`src/rtl/rtcp_ris_pkg.sv`:
```
package rtcp_ris_pkg;

  typedef struct packed {
    logic [15:0] sequence_number;
    logic [31:0] packet_ssrc;
    logic [31:0] now_seconds;
    logic [15:0] random_fraction;
  } in_item_t;

  typedef struct packed {
    logic        send_report;
    logic [31:0] report_source_ssrc;
    logic [31:0] report_sender_ssrc;
    logic [31:0] extended_sequence;
    logic [31:0] scheduled_time;
  } out_item_t;

  typedef struct packed {
    logic [15:0] members_count;
    logic [15:0] senders_count;
    logic [19:0] rtcp_bandwidth;
    logic        we_sent_flag;
    logic [15:0] avg_packet_size;
    logic [31:0] own_ssrc;
  } cfg_regs_t;

  typedef struct packed {
    logic        start;
    logic [21:0] rem_init;
    logic [31:0] dividend;
    logic [21:0] divisor;
    logic [5:0]  steps;
  } div_cmd_t;

  typedef struct packed {
    logic        busy;
    logic [31:0] quotient;
  } div_stat_t;

  typedef enum logic [2:0] {
    S_IDLE,
    S_MUL1,
    S_PREP,
    S_DIV1,
    S_MUL2,
    S_LOAD2,
    S_DIV2,
    S_OUT
  } state_t;

  localparam logic [2:0] REG_MEMBERS  = 3'd0;
  localparam logic [2:0] REG_SENDERS  = 3'd1;
  localparam logic [2:0] REG_BW       = 3'd2;
  localparam logic [2:0] REG_WE_SENT  = 3'd3;
  localparam logic [2:0] REG_AVG_SIZE = 3'd4;
  localparam logic [2:0] REG_OWN_SSRC = 3'd5;

  localparam logic [31:0] MIN_Q      = 32'd327680;
  localparam logic [31:0] MIN_INIT_Q = 32'd163840;
  localparam logic [21:0] COMP_Q     = 22'd79841;
  localparam logic [16:0] HALF_Q     = 17'd32768;
  localparam logic [5:0]  DIV1_STEPS = 6'd32;
  localparam logic [5:0]  DIV2_STEPS = 6'd17;
  localparam logic [31:0] U32_MAX    = 32'hFFFF_FFFF;

endpackage

```
`src/rtl/rtcp_report_interval_scheduler.sv`:
```
// RTCP receiver-report scheduler.
// in channel: one request per received RTP packet (in_valid/in_stall, payload
// in_data). in_stall is high while an earlier request is still being worked on.
// out channel: exactly one result per request (out_valid/out_stall, out_data),
// held in an output register; a result waiting under out_stall does not keep
// the next request out, but that request completes only once the register
// frees up.
// cfg channel: register writes (cfg_valid/cfg_ready, cfg_index, cfg_data),
// always ready; indexes 6 and 7 are ignored. Write only while idle.
// A request that does not trigger a report goes straight to the output state.
// A report request runs one 16x16 multiply, a 32-step restoring division, a
// 32x17 multiply and a 17-step division on the same divider (the first
// division is skipped when the base quotient saturates); the next request is
// taken only once the block is back in idle after the result is registered,
// so a new request is never taken before the last one is through.
// Reset (rst, synchronous): configuration returns to its defaults, sequence
// tracking and report times clear, cycle count becomes one, no result pending.
module rtcp_report_interval_scheduler
  import rtcp_ris_pkg::*;
(
  input  logic        clk,
  input  logic        rst,
  input  logic        in_valid,
  output logic        in_stall,
  input  in_item_t    in_data,
  output logic        out_valid,
  input  logic        out_stall,
  output out_item_t   out_data,
  input  logic        cfg_valid,
  output logic        cfg_ready,
  input  logic [2:0]  cfg_index,
  input  logic [31:0] cfg_data
);

  cfg_regs_t regs;
  div_cmd_t  div_cmd;
  div_stat_t div_stat;

  state_t state, state_next;

  logic [15:0] last_sequence;
  logic [15:0] cycle_count;
  logic [31:0] next_report_time;
  logic [31:0] last_report_time;

  logic [31:0] ssrc_q;
  logic [31:0] now_q;
  logic [15:0] rnd_q;
  logic        initial_q;
  logic        send_q;
  logic [21:0] den_q;
  logic [48:0] prod;
  logic [31:0] t_q;

  logic        accept;
  logic        due;
  logic        sat;
  logic        out_free;
  logic        small_senders;
  logic [15:0] n_sel;
  logic [21:0] den_sel;
  logic [31:0] min_q;
  logic [31:0] t_min;
  logic [31:0] mul_a;
  logic [16:0] mul_b;
  logic [48:0] mul_p;
  logic [32:0] sum;

  rtcp_ris_cfg u_cfg (
    .clk       (clk),
    .rst       (rst),
    .cfg_valid (cfg_valid),
    .cfg_ready (cfg_ready),
    .cfg_index (cfg_index),
    .cfg_data  (cfg_data),
    .regs      (regs)
  );

  rtcp_ris_div u_div (
    .clk  (clk),
    .rst  (rst),
    .cmd  (div_cmd),
    .stat (div_stat)
  );

  assign accept   = in_valid && !in_stall;
  assign due      = next_report_time < in_data.now_seconds;
  assign out_free = !out_valid || !out_stall;
  assign sat      = {4'd0, prod[31:14]} >= den_q;
  assign min_q    = initial_q ? MIN_INIT_Q : MIN_Q;
  assign t_min    = (t_q < min_q) ? min_q : t_q;
  assign mul_p    = {17'd0, mul_a} * {32'd0, mul_b};
  assign sum      = {1'b0, now_q} + {16'd0, div_stat.quotient[16:0]};

  assign small_senders = {regs.senders_count, 2'b00} <= {2'b00, regs.members_count};

  always_comb begin
    n_sel   = regs.members_count;
    den_sel = {regs.rtcp_bandwidth, 2'b00};
    if (small_senders) begin
      if (regs.we_sent_flag) begin
        n_sel   = regs.senders_count;
        den_sel = {2'b00, regs.rtcp_bandwidth};
      end else begin
        n_sel   = regs.members_count - regs.senders_count;
        den_sel = {2'b00, regs.rtcp_bandwidth} + {1'b0, regs.rtcp_bandwidth, 1'b0};
      end
    end
  end

  always_comb begin
    state_next = state;
    unique case (state)
      S_IDLE:  if (accept) state_next = due ? S_MUL1 : S_OUT;
      S_MUL1:  state_next = S_PREP;
      S_PREP:  state_next = sat ? S_MUL2 : S_DIV1;
      S_DIV1:  if (!div_stat.busy) state_next = S_MUL2;
      S_MUL2:  state_next = S_LOAD2;
      S_LOAD2: state_next = S_DIV2;
      S_DIV2:  if (!div_stat.busy) state_next = S_OUT;
      S_OUT:   if (out_free) state_next = S_IDLE;
      default: state_next = S_IDLE;
    endcase
  end

  always_comb begin
    in_stall         = state != S_IDLE;
    mul_a            = 32'd0;
    mul_b            = 17'd0;
    div_cmd.start    = 1'b0;
    div_cmd.rem_init = {4'd0, prod[31:14]};
    div_cmd.dividend = {prod[13:0], 18'd0};
    div_cmd.divisor  = den_q;
    div_cmd.steps    = DIV1_STEPS;
    unique case (state)
      S_MUL1: begin
        mul_a = {16'd0, regs.avg_packet_size};
        mul_b = {1'b0, n_sel};
      end
      S_PREP: begin
        div_cmd.start = !sat;
      end
      S_MUL2: begin
        mul_a = t_min;
        mul_b = {1'b0, rnd_q} + HALF_Q;
      end
      S_LOAD2: begin
        div_cmd.start    = 1'b1;
        div_cmd.rem_init = {6'd0, prod[48:33]};
        div_cmd.dividend = {prod[32:16], 15'd0};
        div_cmd.divisor  = COMP_Q;
        div_cmd.steps    = DIV2_STEPS;
      end
      default: begin
      end
    endcase
  end

  always_ff @(posedge clk) begin
    if (rst) begin
      state            <= S_IDLE;
      last_sequence    <= 16'd0;
      cycle_count      <= 16'd1;
      next_report_time <= 32'd0;
      last_report_time <= 32'd0;
      out_valid        <= 1'b0;
    end else begin
      state <= state_next;
      if (accept) begin
        last_sequence <= in_data.sequence_number;
        if (in_data.sequence_number < last_sequence) begin
          cycle_count <= cycle_count + 16'd1;
        end
      end
      if (state == S_DIV2 && !div_stat.busy) begin
        next_report_time <= sum[32] ? U32_MAX : sum[31:0];
        last_report_time <= now_q;
      end
      if (state == S_OUT && out_free) begin
        out_valid <= 1'b1;
      end else if (!out_stall) begin
        out_valid <= 1'b0;
      end
    end
  end

  always_ff @(posedge clk) begin
    if (accept) begin
      ssrc_q    <= in_data.packet_ssrc;
      now_q     <= in_data.now_seconds;
      rnd_q     <= in_data.random_fraction;
      initial_q <= last_report_time == 32'd0;
      send_q    <= due;
    end
    if (state == S_MUL1) begin
      den_q <= den_sel;
    end
    if (state == S_MUL1 || state == S_MUL2) begin
      prod <= mul_p;
    end
    if (state == S_PREP && sat) begin
      t_q <= U32_MAX;
    end else if (state == S_DIV1 && !div_stat.busy) begin
      t_q <= div_stat.quotient;
    end
    if (state == S_OUT && out_free) begin
      out_data.send_report        <= send_q;
      out_data.report_source_ssrc <= ssrc_q;
      out_data.report_sender_ssrc <= regs.own_ssrc;
      out_data.extended_sequence  <= {cycle_count, last_sequence};
      out_data.scheduled_time     <= next_report_time;
    end
  end

endmodule

```
`src/rtl/rtcp_ris_cfg.sv`:
```
module rtcp_ris_cfg
  import rtcp_ris_pkg::*;
(
  input  logic        clk,
  input  logic        rst,
  input  logic        cfg_valid,
  output logic        cfg_ready,
  input  logic [2:0]  cfg_index,
  input  logic [31:0] cfg_data,
  output cfg_regs_t   regs
);

  assign cfg_ready = 1'b1;

  always_ff @(posedge clk) begin
    if (rst) begin
      regs.members_count   <= 16'd2;
      regs.senders_count   <= 16'd1;
      regs.rtcp_bandwidth  <= 20'd12;
      regs.we_sent_flag    <= 1'b0;
      regs.avg_packet_size <= 16'd52;
      regs.own_ssrc        <= 32'd0;
    end else if (cfg_valid && cfg_ready) begin
      case (cfg_index)
        REG_MEMBERS:  regs.members_count   <= cfg_data[15:0];
        REG_SENDERS:  regs.senders_count   <= cfg_data[15:0];
        REG_BW:       regs.rtcp_bandwidth  <= cfg_data[19:0];
        REG_WE_SENT:  regs.we_sent_flag    <= cfg_data[0];
        REG_AVG_SIZE: regs.avg_packet_size <= cfg_data[15:0];
        REG_OWN_SSRC: regs.own_ssrc        <= cfg_data;
        default: begin
        end
      endcase
    end
  end

endmodule

```
`src/rtl/rtcp_ris_div.sv`:
```
module rtcp_ris_div
  import rtcp_ris_pkg::*;
(
  input  logic      clk,
  input  logic      rst,
  input  div_cmd_t  cmd,
  output div_stat_t stat
);

  logic [21:0] rem;
  logic [31:0] quo;
  logic [21:0] divisor;
  logic [5:0]  count;
  logic        busy;
  logic [22:0] rem_sh;
  logic        fits;

  assign rem_sh = {rem, quo[31]};
  assign fits   = rem_sh >= {1'b0, divisor};

  always_ff @(posedge clk) begin
    if (rst) begin
      busy  <= 1'b0;
      count <= 6'd0;
    end else if (cmd.start) begin
      busy  <= 1'b1;
      count <= cmd.steps;
    end else if (busy) begin
      count <= count - 6'd1;
      if (count == 6'd1) begin
        busy <= 1'b0;
      end
    end
  end

  always_ff @(posedge clk) begin
    if (cmd.start) begin
      rem     <= cmd.rem_init;
      quo     <= cmd.dividend;
      divisor <= cmd.divisor;
    end else if (busy) begin
      rem <= fits ? 22'(rem_sh - {1'b0, divisor}) : rem_sh[21:0];
      quo <= {quo[30:0], fits};
    end
  end

  assign stat.busy     = busy;
  assign stat.quotient = quo;

endmodule
```
`config.mk`:
```
export PLATFORM = sky130hd
export DESIGN_NAME = rtcp_report_interval_scheduler
export DESIGN_NICKNAME = d
export VERILOG_FILES = /design/src/rtl/rtcp_ris_pkg.sv /design/src/rtl/rtcp_report_interval_scheduler.sv /design/src/rtl/rtcp_ris_cfg.sv /design/src/rtl/rtcp_ris_div.sv
export SDC_FILE = /design/constraint.sdc
export NUM_CORES = 2
export LEC_CHECK = 0
export BUFFER_PORTS_ARGS = -buffer_cell sky130_fd_sc_hd__buf_2
export CORE_MARGIN = 2
export CORE_UTILIZATION = 25
export DETAILED_ROUTE_END_ITERATION = 8
export SLEW_MARGIN = 20
export SYNTH_ARGS = -nofsm -noshare
export SYNTH_HDL_FRONTEND = slang
export SYNTH_SLANG_ARGS = --single-unit
```
`constraint.sdc`:
```
create_clock -name clk -period 8.85 [get_ports clk]
set_input_delay 1.3275 -clock clk [delete_from_list [all_inputs] [get_ports clk]]
set_output_delay 1.3275 -clock clk [all_outputs]
set_load 0.005 [all_outputs]
```
# After elaboration in Yosys (flattened, before gate mapping)
# Cells that the tools add are included.
classes:
  n_addsub: 7
  mul: 1
  order_cmp: 6
  eq_ne: 18
  muxes: 30
  n_reduce_logical: 25
op_table:
  columns: ["cell", "n"]
  rows:
  - ["2-to-1 mux 32 bit", 4]
  - ["2-to-1 mux 22 bit", 5]
  - ["2-to-1 mux 78 bit", 1]
  - ["one-hot mux 32 bit (2 select lines)", 1]
  - ["multiplier 32 x 17 -> 49 bit", 1]
  - ["one-hot mux 17 bit (2 select lines)", 1]
  - ["adder 32 x 17 -> 33 bit", 1]
  - ["logical NOT 32 bit", 1]
  - ["less-than comparator 32 x 19 -> 1 bit", 1]
  - ["less-than comparator 32 bit", 1]
  - ["2-to-1 mux 16 bit", 2]
  - ["one-hot mux 3 bit (8 select lines)", 1]
  - [">= comparator 23 x 22 -> 1 bit", 1]
  - ["adder 20 x 21 -> 22 bit", 1]
  - [">= comparator 18 x 22 -> 1 bit", 1]
  - ["subtractor 22 bit", 1]
  - ["2-to-1 mux 19 bit", 1]
  - ["== test 3 bit, second input constant", 6]
  - ["less-or-equal comparator 18 x 16 -> 1 bit", 1]
  - ["2-to-1 mux 3 bit", 6]
  - ["adder 16 x 16 -> 17 bit, second input constant", 1]
  - ["adder 16 x 1 -> 16 bit, second input constant", 1]
  - ["less-than comparator 16 bit", 1]
  - ["subtractor 16 bit", 1]
  - ["other kinds (17)", 45]
word_totals:
  register_bits: 598
  inputBits: 136
  output_inout_bits: 132
  elab_cells: 118

# Logic depth before layout (Yosys ltp)
depth:
  ltp_word: 5
  ltp_mapped: 36
  mapped_depth_nobuf: 34

# By module
# From an unflattened synthesis, not the netlist that was laid out.
hier_totals:
  cells_unflattened: 4721
  area_unflattened_um2: 45885.3
modules_own_cells:
  columns: ["mod", "n_inst", "cells_per_inst", "area_per_inst_um2", "seq_area_each_um2"]
  rows:
  - ["rtcp_report_interval_scheduler", 1, 3937, 37078.1, 11110.7]
  - ["rtcp_ris_div", 1, 398, 4628.2, 2422.3]
  - ["rtcp_ris_cfg", 1, 386, 4179.0, 2021.9]

# Worst setup path before layout
# Ideal clock, no wire load.
synth_timing:
  kind: "register to register"
  from: "register, netlist name u_cfg.regs[89]"
  to: "register prod[46] (data pin)"
  setup_ns: 0.279
  t_arrival_ns: 8.098
  t_required_ns: 8.571
  slack_ns: 0.473
  stages_incl_launch_ff: 35
  path_buffers: 3
  synth_period_minus_slack_ns: 8.377
  path_cell_list: "dfxtp_1 inv_1 ha_1 and3_4 a32oi_1 a21oi_1 a211o_1 a221oi_4 or2_1 buf_4 buf_6 o311ai_1 a21oi_2 buf_6 nor2_1 fa_1 inv_1 fa_1 fa_1 inv_1 fa_1 fa_1 inv_1 fa_1 inv_1 ha_1 nand3_1 o211ai_1 or3_1 o21ai_0 a311oi_1 or3_1 a221o_1 nand4_1 o311ai_1"
synth_between:
  elab_chain_cells: 5
  elab_cells_between_ends: 6
  cone_classes: "add/sub: 1; mul: 1; order compare: 1; mux: 3"
synth_lines:
  columns: ["element", "line", "source"]
  rows:
  - ["subtractor 16 bit", "rtcp_report_interval_scheduler.sv:105", "n_sel = regs.members_count - regs.senders_count;"]
  - ["2-to-1 mux 16 bit", "rtcp_report_interval_scheduler.sv:101", "if (regs.we_sent_flag) begin"]
  - ["2-to-1 mux 16 bit *", "rtcp_report_interval_scheduler.sv:100", "if (small_senders) begin"]
  - ["one-hot mux 17 bit (2 select lines) *", "rtcp_report_interval_scheduler.sv:135", "unique case (state)"]
  - ["multiplier 32 x 17 -> 49 bit *", "rtcp_report_interval_scheduler.sv:92", "assign mul_p = {17'd0, mul_a} * {32'd0, mul_b};"]
  - ["net mul_p[46]", "rtcp_report_interval_scheduler.sv:66", "logic [48:0] mul_p;"]
  - ["to (signal assigned)", "rtcp_report_interval_scheduler.sv:199", "prod <= mul_p;"]
  - ["to (decl)", "rtcp_report_interval_scheduler.sv:52", "logic [48:0] prod;"]
# The timed path passes the listed nets; every way through them passes the cells marked *.
# A chain may end at the register's enable or synchronous reset.

# Worst setup path after layout
layout_timing:
  from: "register, netlist name u_cfg.regs[89]"
  to: "register prod[45] (data pin)"
layout_between:
  elab_chain_cells: 5
  elab_cells_between_ends: 6
  cone_classes: "add/sub: 1; mul: 1; order compare: 1; mux: 3"
layout_lines:
  columns: ["element", "line"]
  rows:
  - ["subtractor 16 bit", "rtcp_report_interval_scheduler.sv:105"]
  - ["2-to-1 mux 16 bit", "rtcp_report_interval_scheduler.sv:101"]
  - ["2-to-1 mux 16 bit *", "rtcp_report_interval_scheduler.sv:100"]
  - ["one-hot mux 17 bit (2 select lines) *", "rtcp_report_interval_scheduler.sv:135"]
  - ["multiplier 32 x 17 -> 49 bit *", "rtcp_report_interval_scheduler.sv:92"]
  - ["net mul_p[45]", "rtcp_report_interval_scheduler.sv:66"]
# Marked as above.

==> implementation parameters <==
Parameter                              Value

Timing
  Worst-Margin Slew    1060 ps
  Fmax    0.116 GHz
  Final Max Slew Viols    0
  Worst slew margin relative to its limit    29.3%
  Final-layout setup total negative slack    0 ps
  Unrepaired setup endpoints after global routing    true
  Ratio of final minimum period to clock period    97.2%
  Shortest period the worst path allows    8600 ps
  Final Hold Fails    0
  Setup violators final    0
  Clock skew    54.2 ps

CTS
  Number of sinks driven by the clock tree    598
  CTS clock-pin slew for the worst setup and hold paths    60 ps
  Clock tree root buffer cell    sky130_fd_sc_hd__clkbuf_16
  CTS tree    yes
  Longest Clk Path Bufs    3
  Latest clock arrival within the worst-skew pair    700 ps
  CTS H-tree lvls    2
  Inserted Clock Buffers    61

Pwr
  Total power of the final layout    0.0134 W
  Switching power as a share of total power    41.8%
  Proportion of power drawn by the clock network    19.6%
  Power density normalized to cell area    255 nW/um^2
  Net switching power    0.00561 W
  Sequential share of power    33.3%
  Combinational cell fraction of total power    47.1%
  Maximum resistive drop on vdd    236 uV
  P_int    0.00780 W
  LEAKAGE    22.9 nW

Synthesis
  Post-synth cell types    95
  Synth Instances    4,678
  Synth Net Count    5,548
  Number of enable-type register cells in the synthesized netlist    358
  Compound-gate portion of the synthesized area    11.1%
  Xor and xnor fraction of the mapped netlist area    2.25%
  Multiplexer fraction of the synthesized cell area    0.732%
  Main flop type after synthesis    sky130_fd_sc_hd__edfxtp_1
  Async set-or-reset flop fraction in the synthesized netlist    0%
  Post-Synthesis Mean Instance Area    9.57 sq um
  Number of synthesized register bits    598
  Number of warnings printed during yosys synthesis    0
  Arithmetic-cell share of the synthesized area counting full adders, half adders and majority gates    28.1%
  Sequential cell area fraction in the yosys report    34.7%
  Largest family of logic cells by synthesized area    adder cells
  Simple logic cell fraction of the synthesized area    15.1%
  Cell area after technology mapping    44,800 sq um

Worst setup path
  Maximum net fanout on the critical path    9
  Worst endpoint required time    9270 ps
  Startpoint class of the critical path    flip-flop
  Master of the slowest instance on the critical path    sky130_fd_sc_hd__fa_1
  Critical path buffer and inverter count    10
  Critical Path Sink Type    flip-flop
  Critical path class    reg2reg
  Biggest cell delay along the critical path    530 ps
  Crit path top cell by count    sky130_fd_sc_hd__fa_1
  Kind of cell adding the most delay to the critical path    adder cells
  Data arrival, critical path    9020 ps

Place
  Placed Cells    7,305
  Total placed instance area    50,000 sq um
  Placer Congestion    0.914
  Post-detailed-placement half-perimeter wirelength    108,000 microns
  Number of buffers inserted by port buffering    266

Floorplan
  Starting density of the core    25.1%
  Horizontal die dimension    427 microns
  Number of top-level design ports    268
  Floorplan row count    155
  Die area    182,000 sq um
  Chip height    427 microns
  Core area    178,000 sq um

Detailed routing
  Average wire per cell in the routed design    18.4 microns
  Routed wire length    137,000 microns
  Via density    4.62
  Count of nets left with antenna violations after detail routing    0
  DRC violation total after the first TritonRoute iteration    2,517
  Total vias in the final route    34,400
  Post-route DRC violation count    0
  Number of iterations in the first detailed-routing pass    5

Cells and area
  Nets    5,902
  Design area    52,600 sq um
  Filler Cell Count    18,500
  Sequential cell area    15,600 sq um
  Fin util    29.5%
  Area growth, synth to finish    17.6%
  Most frequent cells in the layout    sky130_fd_sc_hd__nand2_1 (820), sky130_fd_sc_hd__inv_1 (694), sky130_fd_sc_hd__fa_1 (451)
  Most common cell after layout, fill and taps aside    sky130_fd_sc_hd__nand2_1
  Layout cell share with drive strength beyond 1    14.4%
  Post-Layout Cell Count    7,441
  Area taken by multi-input logic gates    26,100 sq um

Global route
  Aggregate global-route resource usage    14.5%
  Vias in the first global route    34,700
  Number of antenna violations at the first check in global routing    8
  First-pass GRT wire length    207,000 microns
  Pin count of the biggest net entering global routing    97
  Total overflow reported by the global router    0

Hold path
  HP Class    reg2reg

Run
  Total of max-cap violations    0

Run status
  Run status    complete, no violations
-- registers in the layout, summed over array words and instances, names as in the netlist, 3 cells and up --
| register | cells |
|---|---|
| last_sequence | 16 |
| den_q | 22 |
| u_div.count | 6 |
| cycle_count | 16 |
| u_div.divisor | 22 |
| ssrc_q | 32 |
| u_div.rem | 22 |
| out_data | 129 |
| u_cfg.regs | 101 |
| state | 3 |
| next_report_time | 32 |
| t_q | 32 |
| last_report_time | 32 |
| prod | 49 |
| rnd_q | 16 |
| u_div.quo | 32 |
| now_q | 32 |
-- power groups by stage --
stage / sequential (W) / clock, W / combinational, W
floorplan: 0.00429 / 0 / 0.00404
global placement: 0.00450 / 0 / 0.00599
detailed placement: 0.00451 / 0 / 0.00609
CTS: 0.00446 / 0.00268 / 0.00612
global route: 0.00452 / 0.00279 / 0.00697
finish: 0.00447 / 0.00263 / 0.00632
-- worst register-to-register path: cells and delay by family, from the launching register on --
family / cells / cell delay, ps
buffers and inverters: 10 / 970
xor gates and xnor gates: 1 / 110
adders and majority gates: 8 / 3570
AOI/OAI and AO/OA: 11 / 2410
DFF: 1 / 320
and+or+nand+nor: 6 / 990
-- Yosys cell counts, drive strengths merged (19+ instances only) --
library cell,n,area (sq um)
nand2,822,3090
inv,696,2610
fa,453,9070
edfxtp,358,10800
a21oi,293,1480
nor2,287,1100
ha,281,3520
dfxtp,240,4800
clkbuf,154,578
o21ai,104,558
a21o,82,616
and3,76,480
nand3,70,350
xnor2,67,587
buf,62,359
and2,55,344
nand2b,50,313
xor2,48,420
a211oi,47,375
a22oi,46,345
nor3,37,196
o21a,28,210
mux2i,26,260
nand4,26,163
nor2b,21,139
a22o,20,175
nor4,19,119
or3,19,124
-- final timing paths --
kind / from / end / slack, ps / depth (start not counted)
min: ssrc_q[31] / out_data[127] / 400 / 0
min reg2reg: ssrc_q[31] / out_data[127] / 400 / 0
max: u_cfg.regs[89] / prod[45] / 250 / 36
max reg2reg: u_cfg.regs[89] / prod[45] / 250 / 36
-- what timing repair did --
item	in CTS	in global routing
pin swaps	0	38
setup buffers	0	15
hold buffers	0	0
gates cloned	0	4
setup endpoints to repair	9	23
resized for setup	4	82
hold endpoints to repair	0	0
-- per-stage QoR --
stage               setup WS, ps  hold slack [ps]
floorplan                    473              400
global placement            24.6              400
detailed placement         -63.6              405
CTS                         1.10              399
global route               -66.0              409
finish                       249              404
-- final cells by class --
type | count | area share, %
Antenna cell | 2 | 0.00951
Clock buffer | 81 | 3.14
Clock inverter | 34 | 0.744
Inverter | 696 | 4.97
Multi-Input combinational cell | 3168 | 49.6
Sequential cell | 598 | 29.6
Tap cell | 2355 | 5.60
Timing Repair Buffer | 507 | 6.43
-- cell families after synthesis --
| kind of cell | count (synthesis) |
|---|---|
| flip-flops | 598 |
| buffers and inverters | 912 |
| XOR/XNOR | 115 |
| multiplexers | 32 |
| AO/OA/AOI/OAI | 758 |
| other | 1 |
| adder cells (fa/ha/maj) | 734 |
| AND/OR/NAND/NOR | 1528 |
-- metal layers --
| metal | global-route usage, % | vias up | share of wire [%] |
|---|---|---|---|
| met3 | 2.25 | 216 | 6.1 |
| met5 | 0 | - | 0 |
| met2 | 24.6 | 1045 | 48 |
| met4 | 3.90 | 0 | 3.2 |
| li1 | - | 16100 | - |
| met1 | 19.2 | 17100 | 43 |
No activity file was read; power rests on OpenSTA's default activity.
